### config.mk
export PLATFORM = sky130hd
export DESIGN_NAME = packet_receiver_crc_seq_check_unit
export DESIGN_NICKNAME = d
export VERILOG_FILES = /design/src/sv/pktrx_pkg.sv /design/src/sv/pktrx_core.sv /design/src/sv/pktrx_outq.sv /design/src/sv/packet_receiver_crc_seq_check_unit.sv
export SDC_FILE = /design/constraint.sdc
export NUM_CORES = 1
export LEC_CHECK = 0
export BUFFER_PORTS_ARGS = -buffer_cell sky130_fd_sc_hd__buf_4
export CAP_MARGIN = 5
export CORE_UTILIZATION = 40
export DETAILED_ROUTE_END_ITERATION = 12
export PLACE_DENSITY_LB_ADDON = 0.1
export SLEW_MARGIN = 20
export SYNTH_ARGS = -nofsm -noshare
export SYNTH_HDL_FRONTEND = slang
export SYNTH_SLANG_ARGS = --single-unit
### constraint.sdc
create_clock -name clk -period 7.1 [get_ports clk]
set_clock_uncertainty 0.1 [all_clocks]
set_input_delay 0.355 -clock clk [delete_from_list [all_inputs] [get_ports clk]]
set_output_delay 0.355 -clock clk [all_outputs]
set_load 0.02 [all_outputs]
### src/sv/pktrx_pkg.sv
// Shared types, constants and the CRC-32 byte update for the packet receiver.
package pktrx_pkg;

    localparam logic [31:0] CRC_INIT   = 32'hFFFF_FFFF;
    localparam logic [31:0] CRC_POLY   = 32'hEDB8_8320;
    localparam logic [7:0]  TYPE_DATA  = 8'h1E;
    localparam logic [7:0]  TYPE_CMD   = 8'h1D;
    localparam logic [7:0]  CMD_DONE   = 8'h45;
    localparam logic [23:0] TOTAL_MAX  = 24'hFF_FFFF;
    localparam logic [9:0]  MAX_PAYLOAD_RESET = 10'd512;
    localparam logic [2:0]  HDR_LAST_INDEX    = 3'd7;

    // Output queue: two slots must be free before a byte is taken.
    localparam int unsigned QUEUE_DEPTH = 4;
    localparam int unsigned QPTR_W      = $clog2(QUEUE_DEPTH);
    localparam int unsigned QCNT_W      = $clog2(QUEUE_DEPTH + 1);

    typedef enum logic [2:0] {
        VERDICT_ACK         = 3'd0,
        VERDICT_NACK_READ   = 3'd1,
        VERDICT_NACK_SEQ    = 3'd2,
        VERDICT_NACK_TYPE   = 3'd3,
        VERDICT_DONE        = 3'd4,
        VERDICT_IGNORED     = 3'd5
    } verdict_t;

    typedef enum logic {
        KIND_DATA    = 1'b0,
        KIND_VERDICT = 1'b1
    } result_kind_t;

    typedef struct packed {
        result_kind_t  result_kind;
        logic [7:0]    data_byte;
        verdict_t      verdict;
        logic [7:0]    reply_seq;
        logic [7:0]    packet_type;
        logic [15:0]   payload_len;
        logic [23:0]   accepted_total;
        logic          last;
    } result_t;

    // Results produced by one byte, in order.
    typedef struct packed {
        logic [1:0] push_n;
        result_t    res0;
        result_t    res1;
    } push_t;

    // Reflected CRC-32 update over one byte.
    function automatic logic [31:0] crc32_byte(input logic [31:0] crc_in,
                                               input logic [7:0] b);
        logic [31:0] c;
        c = crc_in ^ {24'd0, b};
        for (int i = 0; i < 8; i++)
        begin
            c = (c >> 1) ^ (c[0] ? CRC_POLY : 32'd0);
        end
        return c;
    endfunction

endpackage

### src/sv/pktrx_core.sv
// Header parser, payload CRC check and verdict logic for the packet receiver.
module pktrx_core
    import pktrx_pkg::*;
#(
    parameter int unsigned MAX_PAYLOAD_LIMIT = 512
)
(
    input  logic        clk,
    input  logic        rst_n,
    input  logic        cfg_we,
    input  logic [9:0]  cfg_wdata,
    input  logic        in_accept,
    input  logic [7:0]  rx_byte,
    output push_t       push
);

    localparam logic [15:0] PARAM_LIMIT = 16'(MAX_PAYLOAD_LIMIT);

    logic [9:0]  len_limit_reg;
    logic        in_payload_reg, in_payload_next;
    logic [2:0]  header_index_reg, header_index_next;
    logic [7:0]  hdr_type_reg, hdr_type_next;
    logic [7:0]  hdr_seq_reg, hdr_seq_next;
    logic [15:0] hdr_length_reg, hdr_length_next;
    logic [31:0] hdr_crc_reg, hdr_crc_next;
    logic [31:0] running_crc_reg, running_crc_next;
    logic [15:0] payload_count_reg, payload_count_next;
    logic [7:0]  first_byte_reg, first_byte_next;
    logic [7:0]  expected_seq_reg, expected_seq_next;
    logic [23:0] byte_total_reg, byte_total_next;

    logic [15:0] eff_limit;
    logic [31:0] crc_upd;
    logic [15:0] count_inc;
    logic [7:0]  first_byte_sel;
    logic [24:0] total_sum;

    // Verdict for an intact packet, from the current header registers.
    verdict_t    dec_verdict;
    logic [7:0]  dec_seq;
    logic [7:0]  dec_expected;
    logic [23:0] dec_total;

    result_t     res_base;

    assign eff_limit = ({6'd0, len_limit_reg} < PARAM_LIMIT) ?
                       {6'd0, len_limit_reg} : PARAM_LIMIT;
    assign crc_upd   = crc32_byte(running_crc_reg, rx_byte);
    assign count_inc = payload_count_reg + 16'd1;
    assign first_byte_sel = (in_payload_reg && payload_count_reg == 16'd0) ?
                            rx_byte : first_byte_reg;
    assign total_sum = {1'b0, byte_total_reg} + {9'd0, hdr_length_reg};

    always_comb
    begin
        dec_verdict  = VERDICT_NACK_TYPE;
        dec_seq      = hdr_seq_reg;
        dec_expected = expected_seq_reg;
        dec_total    = byte_total_reg;
        priority if (hdr_type_reg == TYPE_DATA)
        begin
            if (hdr_seq_reg != expected_seq_reg)
            begin
                dec_verdict = VERDICT_NACK_SEQ;
            end
            else
            begin
                dec_verdict  = VERDICT_ACK;
                dec_seq      = expected_seq_reg;
                dec_expected = expected_seq_reg + 8'd1;
                dec_total    = total_sum[24] ? TOTAL_MAX : total_sum[23:0];
            end
        end
        else if (hdr_type_reg == TYPE_CMD)
        begin
            if (hdr_length_reg == 16'd1 && first_byte_sel == CMD_DONE)
            begin
                dec_verdict  = VERDICT_DONE;
                dec_expected = 8'd0;
                dec_total    = 24'd0;
            end
            else
            begin
                dec_verdict = VERDICT_IGNORED;
            end
        end
        else
        begin
            dec_verdict = VERDICT_NACK_TYPE;
        end
    end

    always_comb
    begin
        in_payload_next    = in_payload_reg;
        header_index_next  = header_index_reg;
        hdr_type_next      = hdr_type_reg;
        hdr_seq_next       = hdr_seq_reg;
        hdr_length_next    = hdr_length_reg;
        hdr_crc_next       = hdr_crc_reg;
        running_crc_next   = running_crc_reg;
        payload_count_next = payload_count_reg;
        first_byte_next    = first_byte_reg;
        expected_seq_next  = expected_seq_reg;
        byte_total_next    = byte_total_reg;

        res_base.result_kind    = KIND_VERDICT;
        res_base.data_byte      = 8'd0;
        res_base.verdict        = VERDICT_ACK;
        res_base.reply_seq      = hdr_seq_reg;
        res_base.packet_type    = hdr_type_reg;
        res_base.payload_len    = hdr_length_reg;
        res_base.accepted_total = byte_total_reg;
        res_base.last           = 1'b1;

        push.push_n = 2'd0;
        push.res0   = res_base;
        push.res1   = res_base;

        if (in_accept)
        begin
            if (!in_payload_reg)
            begin
                unique case (header_index_reg)
                    3'd0:    hdr_type_next = rx_byte;
                    3'd1:    hdr_seq_next = rx_byte;
                    3'd2:    hdr_length_next = {hdr_length_reg[15:8], rx_byte};
                    3'd3:    hdr_length_next = {rx_byte, hdr_length_reg[7:0]};
                    default: hdr_crc_next = {rx_byte, hdr_crc_reg[31:8]};
                endcase
                if (header_index_reg != HDR_LAST_INDEX)
                begin
                    header_index_next = header_index_reg + 3'd1;
                end
                else
                begin
                    header_index_next = 3'd0;
                    priority if (hdr_length_reg > eff_limit)
                    begin
                        push.push_n         = 2'd1;
                        push.res0.verdict   = VERDICT_NACK_READ;
                        push.res0.reply_seq = expected_seq_reg;
                    end
                    else if (hdr_length_reg == 16'd0)
                    begin
                        push.push_n              = 2'd1;
                        push.res0.verdict        = dec_verdict;
                        push.res0.reply_seq      = dec_seq;
                        push.res0.accepted_total = dec_total;
                        expected_seq_next        = dec_expected;
                        byte_total_next          = dec_total;
                    end
                    else
                    begin
                        in_payload_next    = 1'b1;
                        running_crc_next   = CRC_INIT;
                        payload_count_next = 16'd0;
                    end
                end
            end
            else
            begin
                first_byte_next  = first_byte_sel;
                running_crc_next = crc_upd;
                push.res0.result_kind = KIND_DATA;
                push.res0.data_byte   = rx_byte;
                push.res0.verdict     = VERDICT_ACK;
                push.res0.reply_seq   = hdr_seq_reg;
                if (count_inc < hdr_length_reg)
                begin
                    push.push_n        = 2'd1;
                    payload_count_next = count_inc;
                end
                else
                begin
                    // Last payload byte: the byte itself, then the verdict.
                    push.push_n        = 2'd2;
                    push.res0.last     = 1'b0;
                    in_payload_next    = 1'b0;
                    payload_count_next = 16'd0;
                    if (~crc_upd != hdr_crc_reg)
                    begin
                        push.res1.verdict   = VERDICT_NACK_READ;
                        push.res1.reply_seq = expected_seq_reg;
                    end
                    else
                    begin
                        push.res1.verdict        = dec_verdict;
                        push.res1.reply_seq      = dec_seq;
                        push.res1.accepted_total = dec_total;
                        expected_seq_next        = dec_expected;
                        byte_total_next          = dec_total;
                    end
                end
            end
        end
    end

    always_ff @(posedge clk or negedge rst_n)
    begin
        if (!rst_n)
        begin
            len_limit_reg     <= MAX_PAYLOAD_RESET;
            in_payload_reg    <= 1'b0;
            header_index_reg  <= 3'd0;
            hdr_type_reg      <= 8'd0;
            hdr_seq_reg       <= 8'd0;
            hdr_length_reg    <= 16'd0;
            hdr_crc_reg       <= 32'd0;
            running_crc_reg   <= CRC_INIT;
            payload_count_reg <= 16'd0;
            first_byte_reg    <= 8'd0;
            expected_seq_reg  <= 8'd0;
            byte_total_reg    <= 24'd0;
        end
        else
        begin
            if (cfg_we)
            begin
                len_limit_reg <= cfg_wdata;
            end
            in_payload_reg    <= in_payload_next;
            header_index_reg  <= header_index_next;
            hdr_type_reg      <= hdr_type_next;
            hdr_seq_reg       <= hdr_seq_next;
            hdr_length_reg    <= hdr_length_next;
            hdr_crc_reg       <= hdr_crc_next;
            running_crc_reg   <= running_crc_next;
            payload_count_reg <= payload_count_next;
            first_byte_reg    <= first_byte_next;
            expected_seq_reg  <= expected_seq_next;
            byte_total_reg    <= byte_total_next;
        end
    end

endmodule

### src/sv/pktrx_outq.sv
// Small result queue: takes up to two results a cycle, hands out one.
module pktrx_outq
    import pktrx_pkg::*;
(
    input  logic              clk,
    input  logic              rst_n,
    input  push_t             push,
    input  logic              pop,
    output result_t           head,
    output logic [QCNT_W-1:0] count
);

    result_t             entry_reg [QUEUE_DEPTH];
    logic [QPTR_W-1:0]   head_reg, head_next;
    logic [QPTR_W-1:0]   tail_reg, tail_next;
    logic [QCNT_W-1:0]   count_reg, count_next;
    logic [QPTR_W-1:0]   tail_plus1;

    assign tail_plus1 = tail_reg + QPTR_W'(1);
    assign head       = entry_reg[head_reg];
    assign count      = count_reg;

    always_comb
    begin
        head_next  = head_reg + QPTR_W'(pop);
        tail_next  = tail_reg + QPTR_W'(push.push_n);
        count_next = count_reg + QCNT_W'(push.push_n) - QCNT_W'(pop);
    end

    always_ff @(posedge clk)
    begin
        if (push.push_n != 2'd0)
        begin
            entry_reg[tail_reg] <= push.res0;
        end
        if (push.push_n == 2'd2)
        begin
            entry_reg[tail_plus1] <= push.res1;
        end
    end

    always_ff @(posedge clk or negedge rst_n)
    begin
        if (!rst_n)
        begin
            head_reg  <= '0;
            tail_reg  <= '0;
            count_reg <= '0;
        end
        else
        begin
            head_reg  <= head_next;
            tail_reg  <= tail_next;
            count_reg <= count_next;
        end
    end

endmodule

### src/sv/packet_receiver_crc_seq_check_unit.sv
// Top level of the framed packet receiver with CRC-32 and sequence check.
// The block takes one received byte per cycle: an 8-byte header (type, sequence,
// little-endian length, little-endian CRC-32), then the payload. Each payload
// byte is passed through as a data result; a packet ends in one verdict result
// (ACK, NACK read error, NACK bad sequence, NACK invalid type, done, ignored).
// A byte is parsed and its CRC updated as it is taken: its results are written
// into a four-entry output queue at the edge that takes the byte and are offered
// from the next cycle on, one result per cycle while the sink is ready. A byte
// is taken whenever at least two queue entries are free, so a steady stream runs
// at one byte per cycle. The last payload byte of a packet yields two results,
// but the eight header bytes that follow yield at most one and let the queue
// drain, so the input stalls only while the output side holds off.
module packet_receiver_crc_seq_check_unit
    import pktrx_pkg::*;
#(
    parameter int unsigned MAX_PAYLOAD_LIMIT = 512
)
(
    input  logic        clk,
    input  logic        rst_n,
    input  logic        cfg_we,
    input  logic [9:0]  cfg_wdata,      // payload length limit
    input  logic        s_axis_tvalid,
    output logic        s_axis_tready,
    input  logic [7:0]  s_axis_tdata,   // rx_byte
    output logic        m_axis_tvalid,
    input  logic        m_axis_tready,
    // data_byte[7:0], verdict[10:8], reply_seq[18:11], packet_type[26:19],
    // payload_len[42:27], accepted_total[66:43], zero fill[71:67]
    output logic [71:0] m_axis_tdata,
    output logic        m_axis_tuser,   // result_kind
    output logic        m_axis_tlast    // last
);

    logic              in_accept;
    logic              out_pop;
    push_t             push;
    result_t           head;
    logic [QCNT_W-1:0] q_count;

    assign s_axis_tready = (q_count <= QCNT_W'(QUEUE_DEPTH - 2));
    assign in_accept     = s_axis_tvalid && s_axis_tready;
    assign m_axis_tvalid = (q_count != '0);
    assign out_pop       = m_axis_tvalid && m_axis_tready;

    pktrx_core #(
        .MAX_PAYLOAD_LIMIT (MAX_PAYLOAD_LIMIT)
    ) u_core (
        .clk       (clk),
        .rst_n     (rst_n),
        .cfg_we    (cfg_we),
        .cfg_wdata (cfg_wdata),
        .in_accept (in_accept),
        .rx_byte   (s_axis_tdata),
        .push      (push)
    );

    pktrx_outq u_outq (
        .clk   (clk),
        .rst_n (rst_n),
        .push  (push),
        .pop   (out_pop),
        .head  (head),
        .count (q_count)
    );

    assign m_axis_tdata = {5'd0, head.accepted_total, head.payload_len, head.packet_type,
                           head.reply_seq, head.verdict, head.data_byte};
    assign m_axis_tuser = head.result_kind;
    assign m_axis_tlast = head.last;

    // A byte that yields two results marks only the second one as last.
    assert property (@(posedge clk) disable iff (!rst_n)
        push.push_n == 2'd2 |-> !push.res0.last && push.res1.last)
        else $error("two-result push with wrong last marks");

    // Verdict results never carry a data byte.
    assert property (@(posedge clk) disable iff (!rst_n)
        m_axis_tvalid && m_axis_tuser |-> m_axis_tdata[7:0] == 8'd0)
        else $error("verdict result with nonzero data byte");

    // The queue never holds more than its depth.
    assert property (@(posedge clk) disable iff (!rst_n)
        q_count <= QCNT_W'(QUEUE_DEPTH))
        else $error("output queue overflow");

    // A pop with no byte taken shrinks the queue by exactly one.
    assert property (@(posedge clk) disable iff (!rst_n)
        out_pop && !in_accept |=> q_count == $past(q_count) - QCNT_W'(1))
        else $error("output queue count mismatch after pop");

endmodule

==> flow_summary.toml <==
[route]
drcViolationCount = 0
wire_per_inst_um = 24.6
antenna_left = 0
drt_iter0_markers = 1200
viasPerCell = 5.77
dr.pass1.iters = 5
totalWireLength_um = 69900
vias = 16405

[floorplanning]
rows = 89
die_area_mm2 = 0.0604
chipWidth_um = 246
die-height_um = 246
io_pins = 99
coreArea_mm2 = 0.0589
start_util = 0.404

[timing]
max_freq_ghz = 0.163
min_period_ps = 6130
tightest_slew_ps = 1170
setup_viol = 0
finalHoldViolCount = 0
rsz0062_at_grt = "false"
slew_viol_final = 0
tns_ps = 0
relSlewSlack = 0.217
fin_crit_sh = 0.863

[min_path]
whs_endpoint = "u_core.len_limit_reg[3]$_DFFE_PN0P_"
worstHoldStart = "cfg_we"
hold_path_depth = 2
hold_class = "primary input to register"

[clocking]
cts_htree_levels = 2
cts-buffers-inserted = 51
clock_latency_ps = 620
cts_tree = "yes"
cts.reportedPaths.clkPinSlew_ps = 60
clk_path_buf_depth = 3
numClockSinks = 449
root_buffer = "clkbuf_16"

[yosys]
ys_types = 96
yosysMostFrequentCell = "edfxtp_1"
yosysSeqAreaShare = 0.515
async_reset_ff_frac = 0.385
synth-edff-count = 236
yosys-top-cells-area = "edfxtp_1 (30%), dfrtp_1 (15%), mux4_2 (6.5%), mux2_2 (3.7%), dfstp_2 (3.6%)"
yosysWarningCount = 0
post-synth-top-area-fraction = 0.298
ys_ff_latch = 449
synth_top_cell_by_area = "edfxtp_1"
netlist_area_mm2 = 0.0238
ys.flop_type = "edfxtp_1"
syn_inst = 1940
synth_area_per_cell_um2 = 12.3
synthTopCellsByCount = "edfxtp_1 (236), nor2_1 (160), dfrtp_1 (140)"

[global_routing]
grt-ovfl-total = 0
antenna_found_initial = 2
grt_pass1_wl_um = 107000
met2_usage = 0.397
grt_max_degree = 91
met3_usage = 0.0359
grt_pass1_vias = 16675
track_usage = 0.235
top_usage_layer = "met2"
met1_usage = 0.311

[worst_setup_path]
cp.required_ps = 7470
rrSetupSlack_ps = 970
rr_endpoint = "u_outq.entry_reg[1][8]$_DFFE_PP_"
worstPathArrival_ps = 6500
end_kind = "register"
crit_type = "register to register"
r2r_start = "u_core.payload_count_reg[0]$_DFFE_PN0P_"
worst_setup_path_start_kind = "register"
path_max_fanout = 18
reg2reg_depth = 14

[power_and_ir_drop]
leakage_nw = 10.8
powerDensity_mw_per_mm2 = 383
peakVddDrop_mv = 0.316
power_mw = 10.4

[final_layout]
num_antenna_cells = 0
final_cells = 2841
nets = 2105
syn2layout_area_growth_pct = 13.7
drive_above_1_share = 0.203
largest_reg_flops = 276
final_util = 0.459

[place]
globalplace.congestion = 0.919
dp_cells = 2732
dpl.hpwl_um = 48300
numPortBuffers = 93

[outcome]
status = "finished, final reports clean"

[job]
maxCapViolations = 0
-- worst max-delay path, cell delays in order (launching register included) --
cell and delay [ps]:
dfrtp_1 450, ha_1 260, and3_1 250, and3_1 240, and3_1 300, nand3_1 180, xnor2_1 170, ha_1 300
nand4_1 100, nor3_1 160, o21ai_0 160, a21oi_1 890, nand2_1 960, o22ai_2 1160, a22o_1 280
-- per-stage QoR --
stage | setup WS [ps] | cell area, um^2 | hold slack (ps)
detailed placement | 1020 | 25300 | 362
global placement | 1160 | 25300 | 351
CTS | 988 | 27000 | 6.29
floorplan | 1590 | 23800 | -40.6
global route | 539 | 27000 | 21.0
finish | 975 | 27000 | 37.8
-- power by group --
group	total (mW)	switching (mW)	internal (mW)
combinational	4.22	2.29	1.93
sequential	3.55	0.319	3.23
clock	2.59	1.11	1.48
-- layout make-up --
cell class,instances,area (um^2)
Fill cell,5328,31900
Sequential cell,449,12300
Multi-Input combinational cell,1331,10900
Clock buffer,75,1430
Timing Repair Buffer,132,1050
Tap cell,773,967
Inverter,60,225
Clock inverter,21,220
-- repair_timing --
| action | in CTS | in global routing |
|---|---|---|
| hold endpoints to repair | 71 | 0 |
| gates resized for setup | 0 | 0 |
| hold buffers | 13 | 0 |
| buffers inserted | 0 | 0 |
-- worst max-delay path by stage --
stage,start,end,slack [ps]
CTS,u_core.payload_count_reg[0]$_DFFE_PN0P_,u_outq.entry_reg[3][14]$_DFFE_PP_,990
global placement,u_core.payload_count_reg[0]$_DFFE_PN0P_,u_outq.entry_reg[0][3]$_DFFE_PP_,1160
finish,u_core.payload_count_reg[0]$_DFFE_PN0P_,u_outq.entry_reg[1][8]$_DFFE_PP_,970
global route,u_core.payload_count_reg[0]$_DFFE_PN0P_,u_outq.entry_reg[3][14]$_DFFE_PP_,540
floorplan,u_core.payload_count_reg[0]$_DFFE_PN0P_,u_outq.entry_reg[1][10]$_DFFE_PP_,1590
detailed placement,u_core.payload_count_reg[0]$_DFFE_PN0P_,u_outq.entry_reg[3][14]$_DFFE_PP_,1020
-- routing by layer --
layer	share of wire	wire length, um	up-vias
li1	-	-	7509
met1	0.43	30300	8358
met2	0.49	34400	425
met3	0.047	3250	113
met4	0.027	1920	0
met5	0	0	-
-- logic make-up (layout without fill, tap and decap cells) --
group | Yosys count | in the layout | synth area share
AOI/OAI and AO/OA | 448 | 448 | 0.134
xor gates and xnor gates | 149 | 149 | 0.0771
DFF | 449 | 449 | 0.515
other | 1 | 5 | 0.000158
and+or+nand+nor | 504 | 504 | 0.104
adders and majority gates | 57 | 57 | 0.0306
buffers and inverters | 164 | 288 | 0.0277
muxes | 168 | 168 | 0.112
-- cell usage in the layout (no fill, tap or decap), types with 26 or more instances in the layout --
master	instances
nand3_1	51
o21ai_0	91
mux2_2	79
clkbuf_16	51
mux4_2	69
ha_1	55
xor2_1	37
o22ai_1	26
o2bb2ai_1	27
a22o_1	99
buf_4	116
dfrtp_1	138
inv_1	54
edfxtp_1	236
nor2_1	157
nand2_1	130
a21oi_1	77
dfstp_2	33
dfxtp_1	40
xnor2_1	74
and2_1	42
Power figures use the tool's default switching activity.
